File: config.mk
export PLATFORM = sky130hd
export DESIGN_NAME = stop_and_wait_reliability
export DESIGN_NICKNAME = d
export VERILOG_FILES = /design/src/hw/rtl/swr_pkg.sv /design/src/hw/rtl/swr_event.sv /design/src/hw/rtl/stop_and_wait_reliability.sv
export SDC_FILE = /design/constraint.sdc
export NUM_CORES = 1
export LEC_CHECK = 0
export BUFFER_PORTS_ARGS = -buffer_cell sky130_fd_sc_hd__buf_2
export CORE_ASPECT_RATIO = 1.25
export CORE_MARGIN = 5
export CORE_UTILIZATION = 40
export DETAILED_ROUTE_END_ITERATION = 12
export SETUP_SLACK_MARGIN = 0.15
export SLEW_MARGIN = 5
export SYNTH_ARGS = -nofsm -noshare
export SYNTH_HDL_FRONTEND = slang
export SYNTH_SLANG_ARGS = --single-unit
File: constraint.sdc
create_clock -name clk_i -period 11 [get_ports clk_i]
set_clock_uncertainty 0.2 [all_clocks]
set_input_delay 2.2 -clock clk_i [delete_from_list [all_inputs] [get_ports clk_i]]
set_output_delay 2.2 -clock clk_i [all_outputs]
set_load 0.01 [all_outputs]
File: src/hw/rtl/swr_pkg.sv
`default_nettype none

package swr_pkg;

  localparam int unsigned SeqW = 32;

  typedef logic [SeqW-1:0] seq_t;

  localparam seq_t SeqZero = '0;
  localparam seq_t SeqOne  = seq_t'(1);

  typedef enum logic [1:0] {
    CMD_SEND  = 2'd0,
    CMD_TIMER = 2'd1,
    CMD_RECV  = 2'd2
  } cmd_e;

  typedef struct packed {
    cmd_e cmd;
    seq_t pkt_seq;
    logic pkt_ack_flag;
    seq_t pkt_ack_num;
    logic pkt_has_data;
    logic pkt_bare_ack;
  } swr_in_t;

  typedef struct packed {
    seq_t stamp_seq;
    logic stamp_ack_flag;
    seq_t stamp_ack_num;
    logic resend;
    logic timer_start;
    logic timer_cancel;
    logic deliver_data;
    logic send_bare_ack;
  } swr_out_t;

  typedef struct packed {
    seq_t next_seq;
    seq_t expected_ack;
    logic outstanding_valid;
    seq_t outstanding_seq;
  } swr_state_t;

endpackage

`default_nettype wire

File: src/hw/rtl/swr_event.sv
`default_nettype none

module swr_event import swr_pkg::*; (
  input  wire swr_in_t    evt_i,
  input  wire swr_state_t state_i,
  output swr_state_t      state_o,
  output swr_out_t        res_o
);

  logic ack_hit;
  logic out_after;
  logic in_order;
  logic dup;

  // receive path compares, all in parallel
  assign ack_hit   = evt_i.pkt_ack_flag && state_i.outstanding_valid &&
                     ((evt_i.pkt_ack_num - SeqOne) == state_i.outstanding_seq);
  assign out_after = state_i.outstanding_valid && !ack_hit;
  assign in_order  = (evt_i.pkt_seq == state_i.expected_ack) ||
                     (state_i.expected_ack == SeqZero) ||
                     ((evt_i.pkt_seq - SeqOne) == state_i.expected_ack);
  assign dup       = ((evt_i.pkt_seq + SeqOne) == state_i.expected_ack) && !out_after;

  always_comb begin
    state_o = state_i;
    res_o   = '0;
    unique case (evt_i.cmd)
      CMD_SEND: begin
        res_o.stamp_seq  = state_i.next_seq;
        state_o.next_seq = state_i.next_seq + SeqOne;
        if (state_i.expected_ack != SeqZero) begin
          res_o.stamp_ack_flag = 1'b1;
          res_o.stamp_ack_num  = state_i.expected_ack;
        end
        if (!evt_i.pkt_bare_ack) begin
          state_o.outstanding_valid = 1'b1;
          state_o.outstanding_seq   = state_i.next_seq;
          res_o.timer_start         = 1'b1;
        end
      end
      CMD_TIMER: begin
        if (state_i.outstanding_valid) begin
          res_o.stamp_seq   = state_i.outstanding_seq;
          res_o.resend      = 1'b1;
          res_o.timer_start = 1'b1;
        end
      end
      CMD_RECV: begin
        state_o.outstanding_valid = out_after;
        res_o.timer_cancel        = ack_hit;
        if (in_order) begin
          state_o.expected_ack = evt_i.pkt_seq + SeqOne;
          res_o.deliver_data   = evt_i.pkt_has_data;
        end else if (dup) begin
          state_o.next_seq    = state_i.next_seq - SeqOne;
          res_o.send_bare_ack = !evt_i.pkt_has_data;
        end
      end
      default: begin
        state_o = state_i;
        res_o   = '0;
      end
    endcase
  end

endmodule

`default_nettype wire

File: src/hw/rtl/stop_and_wait_reliability.sv
// result path: each result is registered in the output register or, on a stall, the skid entry
// throughput: one transaction per cycle while the skid entry is free, set by the
//   combinational event logic and the state registers it updates; an output
//   register plus a skid entry keep the input side open while one result waits
// reset: asynchronous active low; sequence state, expected ack and the
//   outstanding packet are cleared and the output slots empty
`default_nettype none

module stop_and_wait_reliability import swr_pkg::*; (
  input  wire logic     clk_i,
  input  wire logic     rst_ni,
  // event channel
  input  wire logic     in_valid_i,
  output logic          in_ready_o,
  input  wire swr_in_t  in_data_i,
  // result channel
  output logic          out_valid_o,
  input  wire logic     out_ready_i,
  output swr_out_t      out_data_o,
  // initial_sequence register write
  input  wire logic     cfg_we_i,
  input  wire seq_t     cfg_wdata_i
);

  swr_state_t state_q, state_d;
  swr_state_t evt_state;
  swr_out_t   res;

  swr_out_t   out_q, out_d;
  logic       out_valid_q, out_valid_d;
  swr_out_t   skid_q, skid_d;
  logic       skid_valid_q, skid_valid_d;

  logic       in_fire;
  logic       out_fire;

  // open as long as the skid entry is free
  assign in_ready_o = !skid_valid_q;
  assign in_fire    = in_valid_i && in_ready_o;
  assign out_fire   = out_valid_q && out_ready_i;

  // event logic works on the live state and the incoming transaction
  swr_event u_event (
    .evt_i   (in_data_i),
    .state_i (state_q),
    .state_o (evt_state),
    .res_o   (res)
  );

  always_comb begin
    state_d = state_q;
    if (in_fire) begin
      state_d = evt_state;
    end
    // a register write reloads the send counter; the user must write only while idle, the block does not enforce it
    if (cfg_we_i) begin
      state_d.next_seq = cfg_wdata_i;
    end
  end

  // output register with one skid entry behind it
  always_comb begin
    out_d        = out_q;
    out_valid_d  = out_valid_q;
    skid_d       = skid_q;
    skid_valid_d = skid_valid_q;
    if (in_fire) begin
      if (!out_valid_q || out_fire) begin
        out_d       = res;
        out_valid_d = 1'b1;
      end else begin
        skid_d       = res;
        skid_valid_d = 1'b1;
      end
    end else if (out_fire) begin
      if (skid_valid_q) begin
        out_d        = skid_q;
        skid_valid_d = 1'b0;
      end else begin
        out_valid_d = 1'b0;
      end
    end
  end

  always_ff @(posedge clk_i or negedge rst_ni) begin
    if (!rst_ni) begin
      state_q      <= '0;
      out_valid_q  <= 1'b0;
      skid_valid_q <= 1'b0;
    end else begin
      state_q      <= state_d;
      out_valid_q  <= out_valid_d;
      skid_valid_q <= skid_valid_d;
    end
  end

  // payload holds need no reset
  always_ff @(posedge clk_i) begin
    out_q  <= out_d;
    skid_q <= skid_d;
  end

  assign out_valid_o = out_valid_q;
  assign out_data_o  = out_q;

endmodule

`default_nettype wire

==> metrics.cfg, run 1 <==
[place]
place_hpwl_mm=36.3
dp.cells=2110
numPortBuffers=177
globalplace.congestion=0.929

[power]
ir_drop_mv=0.117
p_leak_nw=7.07
pwr-share-comb_pct=27.8
p_per_area_nw_per_um2=183
p_switching_w=0.00107
switching_share_pct=33.5
clockPowerShare_pct=29.6
power_frac_seq_pct=42.5
p_int_w=0.00212

[routing]
vias_per_cell=5.74
drcViolationCount=0
drt_pass1_iterations=5
wl_mm=48.8
ant_nets=0
vias=12400
drt_iter0_drc=782
wl_per_cell_um=22.6

[setup_path]
max_stage_delay_ps=640
cp-start-kind=input port
cp-end-kind=flip-flop
crit_slowest_cell=ha_1
critical_path_class=input port to flip-flop
critPathArrivalTime_ps=6930
cp_max_fo=32
path_cells=buf_2 > nand2b_1 > inv_1 > ha_1 > nand2_1 > or3_1 > or3_1 > a2111oi_0 > o221ai_1 > a31oi_1 > o21ai_0 > mux2i_1 > a2111oi_0 > o211ai_2
cp.required_ps=11230

[clock_tree]
postCtsSetupBuffers=0
cts_root_buf=clkbuf_16
cts_buffers=26
clock_sinks=239
clk_path_buf_depth=3
clkLatencyLatePin_ps=560
h-tree-depth=1
tritoncts=done
cts_resized=0
hold_buffers=0
clk_pin_slew_worst_paths_ps=60

[yosys]
synth_edf_count=140
syn-cell-area_um2=15300
synth.distinct_cells=83
synth-seq-cells=239
synth-seq-area-share_pct=43.8
dominantRegCellSynth=edfxtp_1
syn_area_per_cell_um2=10.1
synth_fp_nets=1652
postSynth.asyncResetShare_pct=41.4
ys_warn_count=0
synthCells=1512

[timing]
max_slew.worst_pin.slew_ps=1130
period_share_pct=60.9
max_freq_ghz=0.149
setup_viol=0
relSlewSlack_pct=24.4
setup-tns-final_ps=0
rsz0062_at_grt=no
drv_slew=0
fin_crit_ps=6700
hold_viol_final=0

[final_layout]
diodes=0
finalNonFillerCells=2158
syn2layout_area_growth_pct=14.1
drive_gt1_share_pct=22.5
nFillCells=3683
nets=1786

[grt]
grt_pass1_wl_mm=74.2
grt_pass1_vias=12500
grt_max_degree=71
grtUsageTotal_pct=22.5
antenna_found_initial=1
grt_overflow_total=0

[floorplan]
initial_core_util_pct=40.3
die_area_um2=42200
io_pins=178
core-area_um2=37900
fp.dieW_um=185
std_cell_rows=80
die_h_um=228

[status]
status=complete, no violations

[min_path]
hp-class=flip-flop to flip-flop

[job]
cap_viol_max_count=0

## worst paths after layout
check                                    from  depth (start not counted)              to  slack (ps)
worst max-delay path            in_data_i[67]                         14     state_q[93]        4300
max in group asynchronous              rst_ni                          2      state_q[8]        7850
worst min-delay path               skid_q[38]                          2  out_data_o[38]         320
worst min register to register     skid_q[38]                          2  out_data_o[38]         320
min in group asynchronous              rst_ni                          1     state_q[36]        1510
worst max register to register    state_q[74]                         11     state_q[93]        6830
## synthesized netlist by cell type, drive strengths merged, types with 9 or more instances
library cell / n / share of area [%]
a22o: 32 / 1.8
mux2: 91 / 6.7
nand2b: 9 / 0.37
o21ai: 36 / 1.2
nand4: 26 / 1.1
nand2: 206 / 5.1
ha: 33 / 2.7
nor3: 49 / 1.6
dfrtp: 99 / 16
and3: 15 / 0.61
xnor2: 79 / 4.5
nor4: 43 / 2.0
edfxtp: 140 / 28
inv: 40 / 0.98
nand3: 40 / 1.4
a211oi: 11 / 0.54
mux2i: 17 / 1.1
and2: 36 / 1.5
nor2: 65 / 1.6
or4: 12 / 0.64
a31oi: 9 / 0.37
xor2: 73 / 4.2
a21oi: 62 / 2.1
clkbuf: 60 / 1.6
buf: 22 / 0.95
a21o: 10 / 0.49
or3: 21 / 0.91
o211ai: 56 / 3.4
nor2b: 11 / 0.45
## logic make-up (layout without fill, tap and decap cells)
kind of cell / Yosys count / count (layout) / share of synthesized area [%]
XOR/XNOR: 152 / 152 / 8.72
multiplexers: 108 / 108 / 7.83
flip-flops: 239 / 239 / 43.8
buffers and inverters: 123 / 277 / 3.58
AND/OR/NAND/NOR: 564 / 564 / 19.0
AO/OA/AOI/OAI: 292 / 292 / 14.2
adder cells (fa/ha/maj): 34 / 34 / 2.84
## critical path, delay by kind of cell
family / cells / cell delay, ps
adders and majority gates: 1 / 640
buffers and inverters: 2 / 870
AOI/OAI and AO/OA: 6 / 1990
and+or+nand+nor: 4 / 1070
muxes: 1 / 150
## stage by stage
stage / hold slack [ps] / area (um^2) / worst slack, ps / total power (W) / util (%)
3_5_place_dp: 302 / 16500 / 3750 / 0.00227 / 43.5
2_1_floorplan: 291 / 15300 / 4370 / 0.00193 / -
4_1_cts: 318 / 17400 / 4340 / 0.00323 / 45.9
5_1_grt: 338 / 17400 / 3890 / 0.00336 / 45.9
6_report: 320 / 17400 / 4300 / 0.00319 / 45.9
3_3_place_gp: 298 / 16500 / 3940 / 0.00225 / 43.5
## cell usage in the layout (no fill, tap or decap), drive strengths merged, types with 6 or more instances in the layout
cell    netlist  final
nand2       206    206
buf          22    189
edfxtp      140    140
dfrtp        99     99
mux2         91     91
xnor2        79     79
xor2         73     73
nor2         65     65
a21oi        62     62
o211ai       56     56
nor3         49     49
nor4         43     43
inv          40     42
nand3        40     40
o21ai        36     36
and2         36     36
ha           33     33
clkbuf       60     33
a22o         32     32
nand4        26     26
or3          21     21
mux2i        17     17
and3         15     15
or4          12     12
a211oi       11     11
nor2b        11     11
a21o         10     10
nand2b        9      9
a31oi         9      9
o31ai         8      8
and4          8      8
a311oi        7      7
nor4b         7      7
o22ai         6      6
a221o         6      6
clkinv        0      6
## registers in the layout (all words and copies together), names as in the netlist
register / count
skid_q: 70
out_data_o: 70
out_valid_o: 1
state_q: 97
skid_valid_q: 1
## power by group through the flow
stage	registers (W)	clock network, W	logic, W
global route	0.00138	0.00101	0.000974
finish	0.00136	0.000945	0.000888
global placement	0.00137	0	0.000877
floorplan	0.00139	0	0.000538
detailed placement	0.00138	0	0.000892
CTS	0.00136	0.000971	0.000897
## layout make-up
class	count	area (um^2)	area share [%]
Clock inverter	15	208	1.19
Sequential cell	239	6680	38.3
Clock buffer	33	708	4.06
Inverter	40	150	0.862
Tap cell	492	616	3.53
Multi-Input combinational cell	1150	8080	46.4
Timing Repair Buffer	189	978	5.62
## metal layers
layer  share of wire (%)  wire length (um)  global-route usage (%)  vias to the layer above
li1                    -                 -                       -                     5881
met1                  39             19100                    27.3                     6053
met2                  51             25100                    40.2                      365
met3                 5.0              2430                    2.61                       85
met4                 4.4              2160                    9.29                        0
met5                   0                 0                       0                        -
Power figures use the tool's default switching activity.
==> run 2, diff against run 1 <==
==> constraint.sdc (replaced) <==
create_clock -name clk_i -period 5.9 [get_ports clk_i]
set_clock_uncertainty 0.2 [all_clocks]
set_input_delay 1.18 -clock clk_i [delete_from_list [all_inputs] [get_ports clk_i]]
set_output_delay 1.18 -clock clk_i [all_outputs]
set_load 0.01 [all_outputs]
==> run 2 against run 1 <==
Global-route usage down 0.15 points; combinational power up 88%; via count up 1.1%; sequential power up 86%; utilization up 0.15 points; final cell count up 0.83%; total power up 83%; register-to-register slack worse by 5100 ps; sequential share of layout area down 0.13 points; routed wire length down 0.11%; hold slack better by 1.3 ps.
==> metrics.cfg, run 2 (synthesis gave the netlist of run 1 again) <==
[status]
status=complete, no violations  ; unchanged

[setup_path]
critical_path_class=input port to flip-flop  ; unchanged
cp.required_ps=6130  ; was 11230 ps
worst-path-buf-inv=3  ; was 2
path_cells=buf_2 > nand2b_1 > inv_1 > ha_1 > inv_1 > or3_1 > or3_1 > a2111oi_0 > o221ai_1 > a31oi_1 > o21ai_0 > mux2i_1 > a2111oi_0 > o211ai_2  ; was buf_2 > nand2b_1 > inv_1 > ha_1 > nand2_1 > or3_1 > or3_1 > a2111oi_0 > o221ai_1 > a31oi_1 > o21ai_0 > mux2i_1 > a2111oi_0 > o211ai_2
crit_slowest_cell=a2111oi_0  ; was ha_1
critPathArrivalTime_ps=5160  ; was 6930 ps
critical_path.top_delay_family=compound AO/OA/AOI/OAI gates  ; unchanged
cp-start-kind=input port  ; unchanged
max_stage_delay_ps=640  ; about the same
cp_max_fo=14  ; was 32
cp-end-kind=flip-flop  ; unchanged

[grt]
antenna_found_initial=1  ; unchanged
gr-usage-met1_pct=27.7  ; was 27.3%
grt_use_met2_pct=39.8  ; was 40.2%
grt_max_degree=53  ; was 71
grt_use_met3_pct=2.99  ; was 2.61%
grt-busiest-layer=met2  ; unchanged
grt_overflow_total=0  ; unchanged
grtUsageTotal_pct=22.4  ; was 22.5%
grt_pass1_wl_mm=74.1  ; was 74.2 mm
grt_pass1_vias=12500  ; about the same

[timing]
fin_crit_ps=4930
layout_setup_ws_ps=972  ; was 4300 ps
setup-tns-final_ps=0  ; unchanged
rsz0062_at_grt=no  ; unchanged
fin_hold_ws_ps=321  ; was 320 ps
relSlewSlack_pct=32.7  ; was 24.4%
drv_slew=0  ; unchanged
setup_viol=0  ; unchanged
max_freq_ghz=0.203
period_share_pct=83.5
max_slew.worst_pin.slew_ps=1010  ; was 1130 ps
hold_viol_final=0  ; unchanged

[final_layout]
syn2layout_area_growth_pct=14.5  ; was 14.1%
seq_area_um2=6680  ; unchanged
final_common_cell=nand2_1  ; unchanged
design_area_um2=17500  ; was 17400 um^2
largest_reg_flops=97  ; unchanged
most-common-layout-cells=nand2_1, buf_2, edfxtp_1  ; unchanged
drive_gt1_share_pct=23.1  ; was 22.5%
finalNonFillerCells=2176  ; was 2158
nFillCells=3638  ; was 3683
nets=1804  ; was 1786
multi_input_area_um2=8080  ; unchanged
regMostFlops=state_q  ; unchanged

[clock_tree]
clkLatencyLatePin_ps=570  ; was 560 ps
postCtsSetupBuffers=0  ; unchanged
h-tree-depth=1  ; unchanged
hold_buffers=0  ; unchanged
cts_root_buf=clkbuf_16  ; unchanged
cts_resized=0  ; unchanged
clock_sinks=239  ; unchanged
clk_path_buf_depth=3  ; unchanged
tritoncts=done  ; unchanged
clk_pin_slew_worst_paths_ps=70  ; was 60 ps
cts_buffers=27  ; was 26

[power]
switching_share_pct=34.2  ; was 33.5%
clockPowerShare_pct=27.9  ; was 29.6%
p_per_area_nw_per_um2=333  ; was 183 nW/um^2
p_switching_w=0.00199  ; was 0.00107 W
p_leak_nw=7.13  ; was 7.07 nW
power_frac_seq_pct=43.4  ; was 42.5%
p_int_w=0.00383  ; was 0.00212 W
pwr-share-comb_pct=28.7  ; was 27.8%
ir_drop_mv=0.257  ; was 0.117 mV

[floorplan]
initial_core_util_pct=40.3  ; unchanged
die_area_um2=42200  ; unchanged
die_h_um=228  ; unchanged
io_pins=178  ; unchanged
std_cell_rows=80  ; unchanged
core-area_um2=37900  ; unchanged
fp.dieW_um=185  ; unchanged

[routing]
wl_per_cell_um=22.4  ; was 22.6 um
drt_pass1_iterations=5  ; unchanged
drcViolationCount=0  ; unchanged
drt_iter0_drc=912  ; was 782
vias=12500  ; was 12400
wl_mm=48.8  ; about the same
vias_per_cell=5.75  ; was 5.74
ant_nets=0  ; unchanged

[place]
numPortBuffers=177  ; unchanged
post-place-ws_ps=478  ; was 3750 ps
placed_area_um2=16600  ; was 16500 um^2
globalplace.congestion=0.964  ; was 0.929
place_hpwl_mm=36.3  ; about the same
dp.cells=2127  ; was 2110

[min_path]
hp-class=flip-flop to flip-flop  ; unchanged

[job]
cap_viol_max_count=0  ; unchanged

## run 2: worst min-delay path: stages, from the launching register on
cell,delay [ps]
edfxtp_1,320
nand2_1,50
nand2_1,60
## run 2: cell type report
cell class,count,share of cell area (%)
Multi-Input combinational cell,1150,46.2
Sequential cell,239,38.2
Timing Repair Buffer,206,6.40
Clock buffer,35,4.09
Tap cell,492,3.52
Inverter,40,0.859
Clock inverter,13,0.666
Antenna cell,1,0.0143
## run 2: per-layer routing
metal | vias up | part of all wire [%]
li1 | 5932 | -
met1 | 6131 | 41
met2 | 384 | 51
met3 | 75 | 5.0
met4 | 0 | 3.4
met5 | - | 0
## run 2: final timing paths
| check | endpoint | slack [ps] | cells after the start | start |
|---|---|---|---|---|
| max in group asynchronous | state_q[2] | 3770 | 2 | rst_ni |
| hold reg to reg | out_data_o[60] | 320 | 2 | skid_q[60] |
| min in group asynchronous | state_q[35] | 480 | 1 | rst_ni |
| setup reg to reg | state_q[93] | 1710 | 11 | state_q[76] |
| hold / removal | out_data_o[60] | 320 | 2 | skid_q[60] |
| setup / recovery | state_q[93] | 970 | 14 | in_data_i[67] |
## run 2: stage by stage
stage / total power [W] / util (%)
2_1_floorplan: 0.00359 / -
3_3_place_gp: 0.00419 / 43.9
3_5_place_dp: 0.00423 / 43.9
4_1_cts: 0.00588 / 46.1
5_1_grt: 0.00612 / 46.1
6_report: 0.00582 / 46.1
## run 2: power groups by stage
stage | registers (W) | logic (W) | clock network [W]
finish | 0.00253 | 0.00167 | 0.00163
global route | 0.00256 | 0.00183 | 0.00173
CTS | 0.00253 | 0.00168 | 0.00167
detailed placement | 0.00256 | 0.00167 | 0
global placement | 0.00254 | 0.00164 | 0
floorplan | 0.00259 | 0.00100 | 0
==> run 3, diff against run 2 <==
==> constraint.sdc (replaced) <==
create_clock -name clk_i -period 4.8 [get_ports clk_i]
set_clock_uncertainty 0.2 [all_clocks]
set_input_delay 0.96 -clock clk_i [delete_from_list [all_inputs] [get_ports clk_i]]
set_output_delay 0.96 -clock clk_i [all_outputs]
set_load 0.01 [all_outputs]
==> run 3 against run 2 <==
Worst setup slack got worse by 460 ps; critical endpoint is now state_q[78]; utilization grew 1.3 points; final area rose by 2.8%; first-iteration DRC count up 23%; die area stayed put; sequential power grew 25%; clock power up 28%; largest cell class unchanged.
==> metrics.cfg, run 3 (synthesis gave the netlist of run 1 again) <==
[power]
power_frac_seq_pct=42.7  ; was 43.4%
p_int_w=0.00486  ; was 0.00383 W
p_total_w=0.00736  ; was 0.00582 W
ir_drop_mv=0.249  ; was 0.257 mV
pwr-share-comb_pct=29.0  ; was 28.7%
clockPowerShare_pct=28.3  ; was 27.9%
switching_share_pct=34.0  ; was 34.2%
p_switching_w=0.00250  ; was 0.00199 W
p_per_area_nw_per_um2=410  ; was 333 nW/um^2
p_leak_nw=7.34  ; was 7.13 nW

[timing]
drv_slew=0  ; unchanged
hold_viol_final=0  ; unchanged
period_share_pct=89.3
layout_setup_ws_ps=512  ; was 972 ps
max_slew.worst_pin.slew_ps=1120  ; was 1010 ps
setup-tns-final_ps=0  ; unchanged
max_freq_ghz=0.233
fin_crit_ps=4290
rsz0062_at_grt=no  ; unchanged
relSlewSlack_pct=24.8  ; was 32.7%
setup_viol=0  ; unchanged

[routing]
wl_mm=49.6  ; was 48.8 mm
drt_iter0_drc=1124  ; was 912
wl_per_cell_um=22.4  ; about the same
drcViolationCount=0  ; unchanged
vias=12800  ; was 12500
vias_per_cell=5.78  ; was 5.75
ant_nets=0  ; unchanged
drt_pass1_iterations=5  ; unchanged

[setup_path]
cp-end-kind=flip-flop  ; unchanged
cp.required_ps=5040  ; was 6130 ps
cp_max_fo=16  ; was 14
cp-start-kind=input port  ; unchanged
critical_path_class=input port to flip-flop  ; unchanged
critPathArrivalTime_ps=4530  ; was 5160 ps
ff2ff_setup_slack_ps=1100  ; was 1710 ps
timing.rr.end=state_q[78]  ; was state_q[93]
reg2reg_depth=11  ; unchanged
critPathLaunch=in_data_i[36]  ; was in_data_i[67]
timing.rr.start=state_q[36]  ; was state_q[76]

[grt]
grtUsageTotal_pct=22.7  ; was 22.4%
grt_use_met2_pct=38.0  ; was 39.8%
gr-usage-met1_pct=30.4  ; was 27.7%
grt_pass1_vias=12800  ; was 12500
grt_pass1_wl_mm=75.9  ; was 74.1 mm
grt-busiest-layer=met2  ; unchanged
grt_max_degree=60  ; was 53
antenna_found_initial=0  ; was 1
grt_overflow_total=0  ; unchanged
grt_use_met3_pct=2.74  ; was 2.99%

[final_layout]
largest_reg_flops=97  ; unchanged
utilization_pct=47.4  ; was 46.1%
most-common-layout-cells=nand2_1, buf_2, edfxtp_1  ; unchanged
drive_gt1_share_pct=25.5  ; was 23.1%
final_common_cell=nand2_1  ; unchanged
diodes=0  ; was 1
syn2layout_area_growth_pct=17.7  ; was 14.5%
regMostFlops=state_q  ; unchanged
nets=1841  ; was 1804

[clock_tree]
clkLatencyLatePin_ps=540  ; was 570 ps
cts_root_buf=clkbuf_16  ; unchanged
cts_buffers=26  ; was 27
clock_sinks=239  ; unchanged
h-tree-depth=1  ; unchanged
postCtsSetupBuffers=0  ; unchanged
tritoncts=done  ; unchanged
clk_path_buf_depth=3  ; unchanged
hold_buffers=0  ; unchanged
cts_resized=0  ; unchanged
clk_pin_slew_worst_paths_ps=60  ; was 70 ps

[place]
numPortBuffers=177  ; unchanged
globalplace.congestion=0.942  ; was 0.964
place_hpwl_mm=37.7  ; was 36.3 mm
post-place-ws_ps=51.7  ; was 478 ps

[floorplan]
fp.dieW_um=185  ; unchanged
initial_core_util_pct=40.3  ; unchanged
io_pins=178  ; unchanged
die_area_um2=42200  ; unchanged
die_h_um=228  ; unchanged
core-area_um2=37900  ; unchanged
std_cell_rows=80  ; unchanged

[min_path]
hp-class=input port to asynchronous set/reset pin  ; was flip-flop to flip-flop

[job]
cap_viol_max_count=0  ; unchanged

[status]
status=complete, no violations  ; unchanged

-- run 3: layer usage --
layer  part of all wire, %  wire [um]
met1                    42      21000
met5                     0          0
met3                   5.7       2810
met4                   3.9       1920
met2                    48      23900
-- run 3: final cells by class --
cell class	count	area [um^2]
multi-input combinational	1150	8180
fill	3640	20000
clock buffer	32	714
inverter	40	154
sequential	239	6680
tap	492	616
timing repair buffer	244	1450
clock inverter	16	169
-- run 3: worst max-delay path by stage --
stage	end	slack (ps)	cells past startpoint
3_3_place_gp	state_q[77]	40	14
5_1_grt	state_q[78]	380	14
4_1_cts	state_q[78]	610	14
2_1_floorplan	state_q[93]	150	14
3_5_place_dp	state_q[78]	50	14
6_report	state_q[78]	510	14
-- run 3: critical path: stages --
cell and delay [ps]:
buf_2 90, buf_4 160, ha_1 270, and4_1 450, nand4_1 360, nor2_1 310, xor2_1 110, or4_1 400
nor3_1 270, and4_2 410, a21bo_4 210, nand3_4 110, buf_12 210, o211ai_1 180
-- run 3: stage by stage --
step	instances	hold slack, ps	area, um^2
finish	2213	298	18000
global placement	2165	298	17100
global route	2213	324	18000
CTS	2213	303	18000
floorplan	1512	291	15400
detailed placement	2165	299	17100
-- run 3: power by group through the flow --
stage               Combinational [W]  Sequential [W]  Clock [W]
floorplan                     0.00125         0.00317          0
global placement              0.00211         0.00317          0
detailed placement            0.00214         0.00318          0
CTS                           0.00215         0.00314    0.00213
global route                  0.00233         0.00319    0.00221
finish                        0.00213         0.00315    0.00208
